### src/rtl/tfr_pkg.sv
// Package with shared constants, command codes, queue entry type and font lookup.
package tfr_pkg;

  localparam int unsigned DisplayWidth  = 128;
  localparam int unsigned DisplayHeight = 64;
  localparam int unsigned PageCount     = DisplayHeight / 8;
  localparam int unsigned StoreBytes    = DisplayWidth * PageCount;
  localparam int unsigned AddrW         = $clog2(StoreBytes);
  localparam int unsigned ColW          = $clog2(DisplayWidth);
  localparam int unsigned PageW         = (PageCount > 1) ? $clog2(PageCount) : 1;
  localparam int unsigned QueueDepth    = 2;

  typedef enum logic [2:0] {
    CmdChar       = 3'd0,
    CmdSetCursor  = 3'd1,
    CmdClear      = 3'd2,
    CmdPixel      = 3'd3,
    CmdRead       = 3'd4,
    CmdScaledOrg  = 3'd5,
    CmdScaledChar = 3'd6,
    CmdNone       = 3'd7
  } cmd_e;

  typedef struct packed {
    cmd_e              cmd;
    logic [7:0]        char_code;
    logic [7:0]        new_col;
    logic [7:0]        new_page;
    logic signed [9:0] pos_x;
    logic signed [9:0] pos_y;
    logic              color;
    logic [3:0]        scale;
    logic [9:0]        address;
  } cmd_item_t;

  // One glyph column of the 5x7 font; codes outside the font read as blank.
  function automatic logic [7:0] glyph_col(input logic [7:0] code, input logic [2:0] col);
    logic [7:0] c;
    logic [39:0] g;
    c = code;
    if (c >= 8'h61 && c <= 8'h7A) c = c - 8'd32;
    case (c)
      8'h30: g = 40'h3E_51_49_45_3E;
      8'h31: g = 40'h00_42_7F_40_00;
      8'h32: g = 40'h42_61_51_49_46;
      8'h33: g = 40'h21_41_45_4B_31;
      8'h34: g = 40'h18_14_12_7F_10;
      8'h35: g = 40'h27_45_45_45_39;
      8'h36: g = 40'h3C_4A_49_49_30;
      8'h37: g = 40'h01_71_09_05_03;
      8'h38: g = 40'h36_49_49_49_36;
      8'h39: g = 40'h06_49_49_29_1E;
      8'h41: g = 40'h7E_11_11_11_7E;
      8'h42: g = 40'h7F_49_49_49_36;
      8'h43: g = 40'h3E_41_41_41_22;
      8'h44: g = 40'h7F_41_41_22_1C;
      8'h45: g = 40'h7F_49_49_49_41;
      8'h46: g = 40'h7F_09_09_09_01;
      8'h47: g = 40'h3E_41_49_49_7A;
      8'h48: g = 40'h7F_08_08_08_7F;
      8'h49: g = 40'h00_41_7F_41_00;
      8'h4A: g = 40'h20_40_41_3F_01;
      8'h4B: g = 40'h7F_08_14_22_41;
      8'h4C: g = 40'h7F_40_40_40_40;
      8'h4D: g = 40'h7F_02_0C_02_7F;
      8'h4E: g = 40'h7F_04_08_10_7F;
      8'h4F: g = 40'h3E_41_41_41_3E;
      8'h50: g = 40'h7F_09_09_09_06;
      8'h51: g = 40'h3E_41_51_21_5E;
      8'h52: g = 40'h7F_09_19_29_46;
      8'h53: g = 40'h46_49_49_49_31;
      8'h54: g = 40'h01_01_7F_01_01;
      8'h55: g = 40'h3F_40_40_40_3F;
      8'h56: g = 40'h1F_20_40_20_1F;
      8'h57: g = 40'h7F_20_18_20_7F;
      8'h58: g = 40'h63_14_08_14_63;
      8'h59: g = 40'h07_08_70_08_07;
      8'h5A: g = 40'h61_51_49_45_43;
      8'h3A: g = 40'h00_36_36_00_00;
      8'h2D: g = 40'h08_08_08_08_08;
      8'h2E: g = 40'h00_60_60_00_00;
      default: g = 40'h0;
    endcase
    case (col)
      3'd0: return g[39:32];
      3'd1: return g[31:24];
      3'd2: return g[23:16];
      3'd3: return g[15:8];
      3'd4: return g[7:0];
      default: return 8'h00;
    endcase
  endfunction

endpackage

### src/rtl/tfr_front.sv
// Front end: accepts command items and holds them in a short queue for the back end.
module tfr_front (
  input  logic               clk_i,
  input  logic               rst_ni,
  input  logic               push_i,
  output logic               full_o,
  input  tfr_pkg::cmd_item_t item_i,
  output logic               avail_o,
  input  logic               take_i,
  output tfr_pkg::cmd_item_t item_o
);
  import tfr_pkg::*;

  cmd_item_t slot_q [QueueDepth];
  logic [$clog2(QueueDepth)-1:0] wr_q, rd_q;
  logic [$clog2(QueueDepth):0] cnt_q;
  logic do_push, do_pop;

  assign full_o  = (cnt_q == ($clog2(QueueDepth)+1)'(QueueDepth));
  assign avail_o = (cnt_q != '0);
  assign do_push = push_i && !full_o;
  assign do_pop  = take_i && avail_o;
  assign item_o  = slot_q[rd_q];

  always_ff @(posedge clk_i) begin
    if (do_push) slot_q[wr_q] <= item_i;
  end

  always_ff @(posedge clk_i or negedge rst_ni) begin
    if (!rst_ni) begin
      wr_q  <= '0;
      rd_q  <= '0;
      cnt_q <= '0;
    end else begin
      if (do_push) wr_q <= wr_q + 1'b1;
      if (do_pop)  rd_q <= rd_q + 1'b1;
      cnt_q <= cnt_q + (($clog2(QueueDepth)+1)'(do_push)) - (($clog2(QueueDepth)+1)'(do_pop));
    end
  end

endmodule

### config.mk
export PLATFORM = sky130hd
export DESIGN_NAME = tfr_front
export DESIGN_NICKNAME = d
export VERILOG_FILES = /design/src/rtl/tfr_pkg.sv /design/src/rtl/tfr_front.sv
export SDC_FILE = /design/constraint.sdc
export NUM_CORES = 1
export LEC_CHECK = 0
export ABC_CLOCK_PERIOD_IN_PS = 4700
export BUFFER_PORTS_ARGS = -buffer_cell sky130_fd_sc_hd__buf_2
export CORE_MARGIN = 1.5
export CORE_UTILIZATION = 31
export CTS_BUF_LIST = sky130_fd_sc_hd__clkbuf_2 sky130_fd_sc_hd__clkbuf_4 sky130_fd_sc_hd__clkbuf_8
export DETAILED_ROUTE_END_ITERATION = 7
export PLACE_DENSITY = 0.6
export SLEW_MARGIN = 20
export SYNTH_ARGS = -nofsm -noshare
export SYNTH_HDL_FRONTEND = slang
export SYNTH_SLANG_ARGS = --single-unit
export TNS_END_PERCENT = 30
### constraint.sdc
create_clock -name clk_i -period 4.7 [get_ports clk_i]
set_input_delay 0.94 -clock clk_i [delete_from_list [all_inputs] [get_ports clk_i]]
set_output_delay 0.94 -clock clk_i [all_outputs]
set_load 0.05 [all_outputs]
# After elaboration in Yosys (flattened, before gate mapping)
# Memory sizes are Yosys's and may differ from the RTL's.
# Cells that the tools add are included.
# classes
n_addsub,4
n_reduce_logical,4
n_eq_ne,1
n_mux,2
# ops
operator,n
"1-bit adder, second input constant",2
2-bit by 1-bit adder with 2-bit output,1
"2-bit equality test, second input constant",1
1-bit logical AND,2
1-bit 2-to-1 mux,2
2-bit nonzero test,1
2-bit by 1-bit subtractor with 2-bit output,1
1-bit logical NOT,1
# word_totals
out_inout_bits,64
in_bits,66
n_memories,1
ram_bits,124
word_cells,15
ff_bits,4
# mem_list
memory,words,word_bits,read_ports,rd_clocked_by_memory_dff,write_ports,line,source
slot_q,2,62,1,0,1,tfr_front.sv:14,cmd_item_t slot_q [QueueDepth];

# Logic depth before layout (Yosys ltp)
# Gate-level depths: netlist of the first run.
# logic_depth
depth_word,5
ltp_mapped,7
mapped_depth_nobuf,7

# Least setup slack after synthesis of the first run
# Ideal clock, no wire load.
# synth_timing
kind,input to register
start,input push_i
end,memory slot_q[0][0] (netlist name) (enable)
setup_slack_ns,0.590
arrival_ns,3.628
cell_stages,2
required_ns,4.218
setup_time_ns,0.482
n_path_buf,0
cell_sequence,nand2_1 -> nor2_1
# synth_between
elab_chain_cells,3
# synth_lines
element,line,source
start: declaration,tfr_front.sv:5,"input logic push_i,"
1-bit logical AND,tfr_front.sv:21,assign do_push = push_i && !full_o;
1-bit 2-to-1 mux,tfr_front.sv:26,if (do_push) slot_q[wr_q] <= item_i;
1-bit 2-to-1 mux (not written as such),tfr_front.sv:26,
end: declaration,tfr_front.sv:14,
# Every way passes these cells.

==> reports/summary.md, run 1 <==
The clock reaches the later pin of the worst-skew pair after 0.44 ns. Counting every sink on the clock net gives 128. The minimum clock period after layout was 3.384 ns; the via total after detailed routing was 2399. Hold repair after CTS inserted 0 buffers. Ranked by total cell area, the synthesized netlist is headed by edfxtp_1, mux2_4, buf_12, dfrtp_1, mux2_2. The peak ir drop on the vdd network is 0.0004625 V, and the async set-reset flop share out of synthesis is 0.03125. The total wire length came out at 8457 microns. Starting utilization of the core area: 0.3156. The floorplan die area is 16820 sq um.

For this design the ratio of total power to cell area is 746.6 nW/um^2. For the final-layout setup total negative slack, the log shows 0 ns. The tools report the critical path endpoint category as a primary output. Main combinational cell family by area after synthesis: multiplexers. The horizontal die dimension was 129.7 microns; the count of unique library cells instantiated by Yosys was 16. The tools report the relative max-transition margin as 0.3289. The run gives 0 as the count of nets left with antenna violations after detail routing.

The worst setup path is launched from a register. The post-detailed-route via-to-cell ratio works out to 4.115. For this run, the post-layout net count is 422. The most frequent cell after synthesis was edfxtp_1.

The signal on the critical path passes through buf_4, mux2_4, buf_2. The total global routing track utilization is 0.1037. The critical path is of the register to primary output type. Setup repair after global routing left no endpoint under its margin. Clock-pin slew was measured on the worst setup and hold paths at 0.07 ns.

The total of flip-flops plus latches after synthesis works out to 128. The run gives 551 as the cell count after placement. The fraction of final layout cells sized beyond drive strength 1 is 0.6240. In this run the worst hold path is classified as primary input to async pin. Setup violations remaining at the end of the flow were counted as 0.

The first detailed-routing pass took 4 iterations. The run gives 2470 as the number of global-route vias before repair. During synthesis, Yosys emitted a total of 0 warnings. The run gives 130 as the boundary pin count. The share of synthesized cell area in full adder, half adder and majority cells is 0.005028, and the mux contribution to synthesized area is 0.1848. The run gives 1 as the number of antenna violations at the first check in global routing. After detailed routing, the number of remaining DRC violations is 0.

The cell with the largest stage delay on the worst path is dfrtp_4. Once the clock tree was built, the resizer swapped 0 gates to a different size. The run finished with clean final reports. Detailed placement finished with a half-perimeter wire length of 5281 microns. The H-tree generated during clock tree synthesis spans 4 levels. The clock passes through at most 2 buffers. A synthesized cell averages 23.59 sq um. Synthesized-area fraction occupied by xor and xnor cells: 0.007039. The total overflow left after global routing is 0.

The run gives 4977 sq um as the area of the mapped netlist. Across the routed clock network, the largest skew measured is 0.01216 ns. Data on the critical path arrives at its endpoint at 2.44 ns. The logs give 0 for the final hold violation count and 63 for the largest net degree at the start of global routing.

The achievable frequency is 295.5 MHz, and the antenna diode count is 0. Area fraction in compound gates after synthesis: 0. The logs give 12480 microns for the wire length of the first global-routing pass and 17 for the number of buffers created by CTS.

For the max-slew violation count, the log shows 0. The floorplan step set the die height to 129.7 microns. The run gives 0.7682 as the proportion of synthesized chip area in sequential cells. The area of the core was 15770 sq um. The congestion estimate from routability-driven global placement came to 0.6324.

The biggest area contributor in the post-synthesis netlist is edfxtp_1. In this run the post-CTS setup repair buffer count came out at 0. By count the netlist is led by edfxtp_1, mux2_4, buf_12. The analysis attributes to cell leakage a power of 0.002496 uW. The root buffer cell chosen for the clock tree is clkbuf_8. TritonCTS built the clock tree. The top cell type's share of synthesized area is 0.7481. The run gives 0 as the max-cap check violation count. The slew of the pin with the lowest slew margin came out at 1.007 ns. When the netlist entered floorplanning its net count stood at 279.

In this run the core area contains 46 standard-cell rows. The final cycle utilization of the critical path was 0.7200; the number of flops mapped to enable cells by yosys was 124. The count of buffers added on input and output ports is 129. In the final routed layout, each cell accounts on average for 14.51 microns. The basic-gate share of the synthesized area counting and, or, nand and nor cells came out at 0.007039.

For the worst setup path, the data required time is 3.76 ns. The growth of design area from synthesis to finish is 25.29%, and the count of non-filler cells in the finished layout is 583. The design draws 4656 uW. The cell count after synthesis came out at 211. For this run, the slowest stage of the critical path takes 1.10 ns. For this run, the leading register cell type out of synthesis is edfxtp_1. In this run the worst path has a maximum fanout of 53. Detailed router's first-iteration violation count: 88.
[where the power goes]
group          switching (uW)  internal (uW)  total [uW]
registers                 191           1570        1760
logic                    1250            632        1880
clock network             393            625        1020
total                    1830           2820        4660
[cells in the final DEF (no fill, tap or decap), drive strengths merged]
| cell | count |
|---|---|
| and2 | 1 |
| and3 | 1 |
| buf | 131 |
| bufinv | 3 |
| clkbuf | 27 |
| clkinv | 1 |
| clkinvlp | 1 |
| dfrtp | 4 |
| edfxtp | 124 |
| ha | 2 |
| inv | 2 |
| mux2 | 62 |
| nand2 | 1 |
| nand2b | 1 |
| nor2 | 1 |
| or2 | 1 |
| xnor2 | 3 |
| xor2 | 1 |
[state kept, by name, summed over array words and instances, names as in the netlist]
name,cells
slot_q,124
cnt_q,2
rd_q,1
wr_q,1
[worst paths after layout]
path	to	slack [ns]	startpoint	cells after the start
worst max-delay path	item_o[39]	1.32	rd_q	3
worst min-delay path	rd_q	0.31	rst_ni	1
worst max register to register	slot_q[0][7]	2.83	cnt_q[1]	4
worst min register to register	cnt_q[1]	0.50	cnt_q[1]	1
max in group asynchronous	rd_q	4.25	rst_ni	1
min in group clk_i	cnt_q[1]	0.50	cnt_q[1]	1
[cell type report]
type	count	area [sq um]
fillers	1499	9534
flip-flops and latches	128	3827
multi-input cells	74	1027
repair buffers	131	660.6
clock buffers	27	340.3
well taps	216	270.3
clock inverters	5	102.6
inverters	2	7.507
[critical path: cells and delay by family, from the launching register on]
family   cells  cell delay [ns]
flops        1             1.10
mux          1             0.32
buf+inv      2             0.58
[routing by layer]
layer,up-vias,wire length (microns),track usage
met5,-,16,0
met4,2,149,0.05490
met3,13,599,0.05002
met2,81,4287,0.1699
met1,1188,3404,0.1111
li1,1115,-,-
[stage by stage]
stage / util / hold WS, ns / setup WS [ns] / area, sq um
after floorplan: - / 0.4601 / 0.5903 / 4977
after CTS: 0.3954 / 0.2603 / 1.206 / 6236
after global placement: 0.3673 / 0.4900 / 1.747 / 5793
final: 0.3954 / 0.3059 / 1.316 / 6236
after global routing: 0.3954 / 0.2665 / 1.160 / 6236
after detailed placement: 0.3673 / 0.4822 / 1.713 / 5793
[logic make-up after synthesis]
group                      after synthesis
xor gates and xnor gates                 4
buffers and inverters                    9
muxes                                   62
adders and majority gates                2
DFF                                    128
and+or+nand+nor                          6
Power figures use the tool's default switching activity.
==> inputs of run 2 (changes only) <==
--- a/config.mk
+++ b/config.mk
@@ -5,7 +5,8 @@
 export SDC_FILE = /design/constraint.sdc
 export NUM_CORES = 1
 export LEC_CHECK = 0
-export ABC_CLOCK_PERIOD_IN_PS = 4700
+export ABC_AREA = 1
+export ABC_CLOCK_PERIOD_IN_PS = 3400
 export BUFFER_PORTS_ARGS = -buffer_cell sky130_fd_sc_hd__buf_2
 export CORE_MARGIN = 1.5
 export CORE_UTILIZATION = 31
==> constraint.sdc (replaced) <==
create_clock -name clk_i -period 3.4 [get_ports clk_i]
set_input_delay 0.68 -clock clk_i [delete_from_list [all_inputs] [get_ports clk_i]]
set_output_delay 0.68 -clock clk_i [all_outputs]
set_load 0.05 [all_outputs]
==> run 2 against run 1 <==
Die area is 3.9% lower. Area after synthesis is 3.9% lower. Critical path depth increased by 1. Clock skew down 0.0049 ns. Non-clock buffer count up 3. Core utilization fell by 0.35 points. First-iteration DRC count rose by 55%. Final cell count grew 19%. Critical path type unchanged. Hold slack lost 0.24 ns. Routed wire length rose by 8.3%. Global-route usage is 1.6 points higher. Via count increased by 24%.
==> reports/summary.md, run 2 <==
The worst register-to-register path begins at wr_q. The tools report the post-cts hold buffer count as 0. TritonCTS built the clock tree.

For the max-slew violation count, the log shows 0. At the placement stage, the worst setup path has a slack of 1.279 ns. The number of post-CTS setup repair buffers is 0.

The growth of design area from synthesis to finish is 24.16%, and the area of the mapped netlist is 4781 sq um. The critical path endpoint category is a primary output. The number of different library cells used by synthesis comes to 10. The clock passes through at most 2 buffers. For the boundary pin count, the log shows 130. The run gives 2966 as the number of global-route vias before repair.

After floorplanning, the core was divided into 45 placement rows. Highest routed metal layer: met4. The total global routing track utilization came out at 0.1197. The mux contribution to synthesized area was 0; the detailed router's first-iteration violation count was 136. The run gives 64 as the largest net degree at the start of global routing. The type of element launching the critical path is a register. The synthesized-area fraction occupied by xor and xnor cells was 0.

The final estimated routing congestion in global placement came out at 0.7133. In this run the clock root is driven by a clkbuf_8. The kind of path behind the tightest hold check was primary input to async pin.

Summed over all layers, the global routing overflow is 0. The floorplan step set the die height to 127.2 microns. The wire length of the first global-routing pass came out at 14430 microns. Final cycle utilization of the critical path: 0.7191.

The area of the core is 15150 sq um, and the achievable frequency is 409.0 MHz. The register with the most flip-flops in the final layout is slot_q. The count of input and output buffers is 129, and the basic-gate share of the synthesized area counting and, or, nand and nor cells is 0.1602. Detailed placement finished with a half-perimeter wire length of 6079 microns. In the layout the commonest cells are nand2_1, buf_2, edfxtp_1, clkbuf_8, inv_1. Horizontal die dimension: 127.2 microns. The tools report the startpoint of the worst setup timing path as rd_q.

For the final hold violation count, the log shows 0. The number of antenna diodes in the final layout is 0. The number of flops mapped to enable cells by yosys was 124; the setup slack of the worst register-to-register path was 1.58 ns. After routing, the total negative slack on setup checks comes to 0 ns.

The main combinational cell family by area after synthesis was simple AND/OR/NAND/NOR gates. The total of flip-flops plus latches after synthesis came out at 128. For the pin with the worst max-slew slack, the measured transition is 0.7403 ns. The proportion of synthesized chip area in sequential cells was 0.7998.

Setup repair after global routing left no endpoint under its margin. Most frequent cell after synthesis: nand2_1. The total number of yosys warnings was 0; the routed length on met2 was 4425 microns. The die covers 16180 sq um. Critical path arrival: 1.76 ns.

Across the run, the number of max-cap violations was 0. The worst reg-to-reg path cell count came out at 4. After detailed routing, the number of vias per cell comes to 4.302. Post-CTS repair changed the size of 0 cells.

The first-pass detailed-route iteration total was 4. The post-layout worst setup margin was 0.9551 ns; the count of nets left with antenna violations after detail routing was 0. The count of nets after finishing was 564.

The capturing point of the worst reg2reg path was slot_q[0][46]. Starting utilization of the core area: 0.3157. The async set-reset flop share out of synthesis was 0.03125.

The library cell used most frequently in the layout, excluding fill and tap cells, is nand2_1. The register with the most flip-flops in the layout has 124 of them. By area the synthesized netlist is led by edfxtp_1, nand2_1, dfrtp_1, buf_6, buf_4. In the final routed layout, each cell accounts on average for 13.24 microns. The average footprint of a synthesized cell was 13.43 sq um. After detailed routing, the wire length on met1 is 3967 microns. Maximum level of the CTS H-tree: 4. The area fraction in compound gates after synthesis came out at 0. Across all layers, the routed design uses 2977 vias.

The tools report the clock latency of the later-clocked register in the worst-skew pair as 0.41 ns. The largest registers in the layout are slot_q x124, cnt_q x2. Setup violations remaining at the end of the flow were counted as 0. For this run, design rule violations remaining after detail routing come to 0. Clock-pin slew was measured on the worst setup and hold paths at 0.06 ns. Clock skew on the completed layout was measured at 0.007237 ns.

Cell taking the most area after synthesis: edfxtp_1. Once layout is done, the placed cells without fillers occupy 5936 sq um. The run gives 1 as the number of antenna violations at the first check in global routing. Ranked by instance count, the synthesized netlist is headed by nand2_1, edfxtp_1, inv_1. The routed design has 9162 microns of wire. The top fanout value on the critical path works out to 31.

The run finished with clean final reports. The number of nets in the synthesized netlist came out at 424. Relative max-transition margin: 0.5058. The type of the worst setup path was register to primary output. The run gives 17 as the number of buffers created by CTS. The cell count after synthesis came out at 356.

Among all flip-flop cells after synthesis, the most frequent one is edfxtp_1. Top cell type's share of synthesized area: 0.7789. Fraction of final layout cells sized beyond drive strength 1: 0.3234. Share of synthesized cell area in full adder, half adder and majority cells: 0.005234. The critical path required time was 2.72 ns; the post-place instance area was 5597 sq um. The worst path needs 2.445 ns of the cycle, external delays included. The tree built by TritonCTS fans out to 128 sinks. The tools report the detailed-routed wire length on met3 as 656 microns.
-- run 2: cell types whose count changed after synthesis, moves of 3 or more --
cell	previous run	this run
nand3_1	0	3
buf_4	0	6
xnor2_1	3	0
buf_6	1	7
mux2_2	3	0
mux2_4	59	0
inv_1	2	9
buf_12	6	0
nand2_1	1	199
-- run 2: cell type report --
cell class	count	area, sq um
clock inverter	9	97.59
fill	1452	9210
timing repair buffer	134	695.7
inverter	10	42.54
sequential	128	3825
clock buffer	18	241.5
tap	188	235.2
multi-input combinational	205	798.3
-- run 2: stage by stage --
stage | hold slack, ns | utilization | std cells
2_1_floorplan | 0.3844 | - | 356
3_3_place_gp | 0.4626 | 0.3695 | 665
3_5_place_dp | 0.4638 | 0.3695 | 665
4_1_cts | 0.01833 | 0.3919 | 692
5_1_grt | 0.02266 | 0.3919 | 692
6_report | 0.06572 | 0.3919 | 692
-- run 2: worst max-delay path by stage --
| stage | end | slack [ns] | depth (start not counted) |
|---|---|---|---|
| finish | item_o[60] | 0.96 | 4 |
| detailed placement | slot_q[0][45] | 1.28 | 4 |
| global route | item_o[1] | 0.74 | 4 |
| global placement | slot_q[0][53] | 1.29 | 4 |
| CTS | item_o[3] | 0.85 | 4 |
| floorplan | slot_q[1][0] | 0.60 | 2 |
-- run 2: worst max-delay path, stage by stage, from the launching register on --
cell	delay, ns
dfrtp_2	0.50
buf_4	0.37
nand2_1	0.09
nand2_1	0.09
buf_2	0.26
-- run 2: cell families after synthesis --
group / Yosys count
adders and majority gates: 2
and+or+nand+nor: 203
buffers and inverters: 23
DFF: 128
-- run 2: per-layer routing --
metal / up-vias / global-route usage
li1: 1462 / -
met1: 1390 / 0.1382
met2: 115 / 0.1969
met3: 10 / 0.05025
met4: 0 / 0.05013
met5: - / 0
Power of run 2 is not shown: default switching activity piles up to over one toggle a cycle in this logic, so the estimate is an artifact.
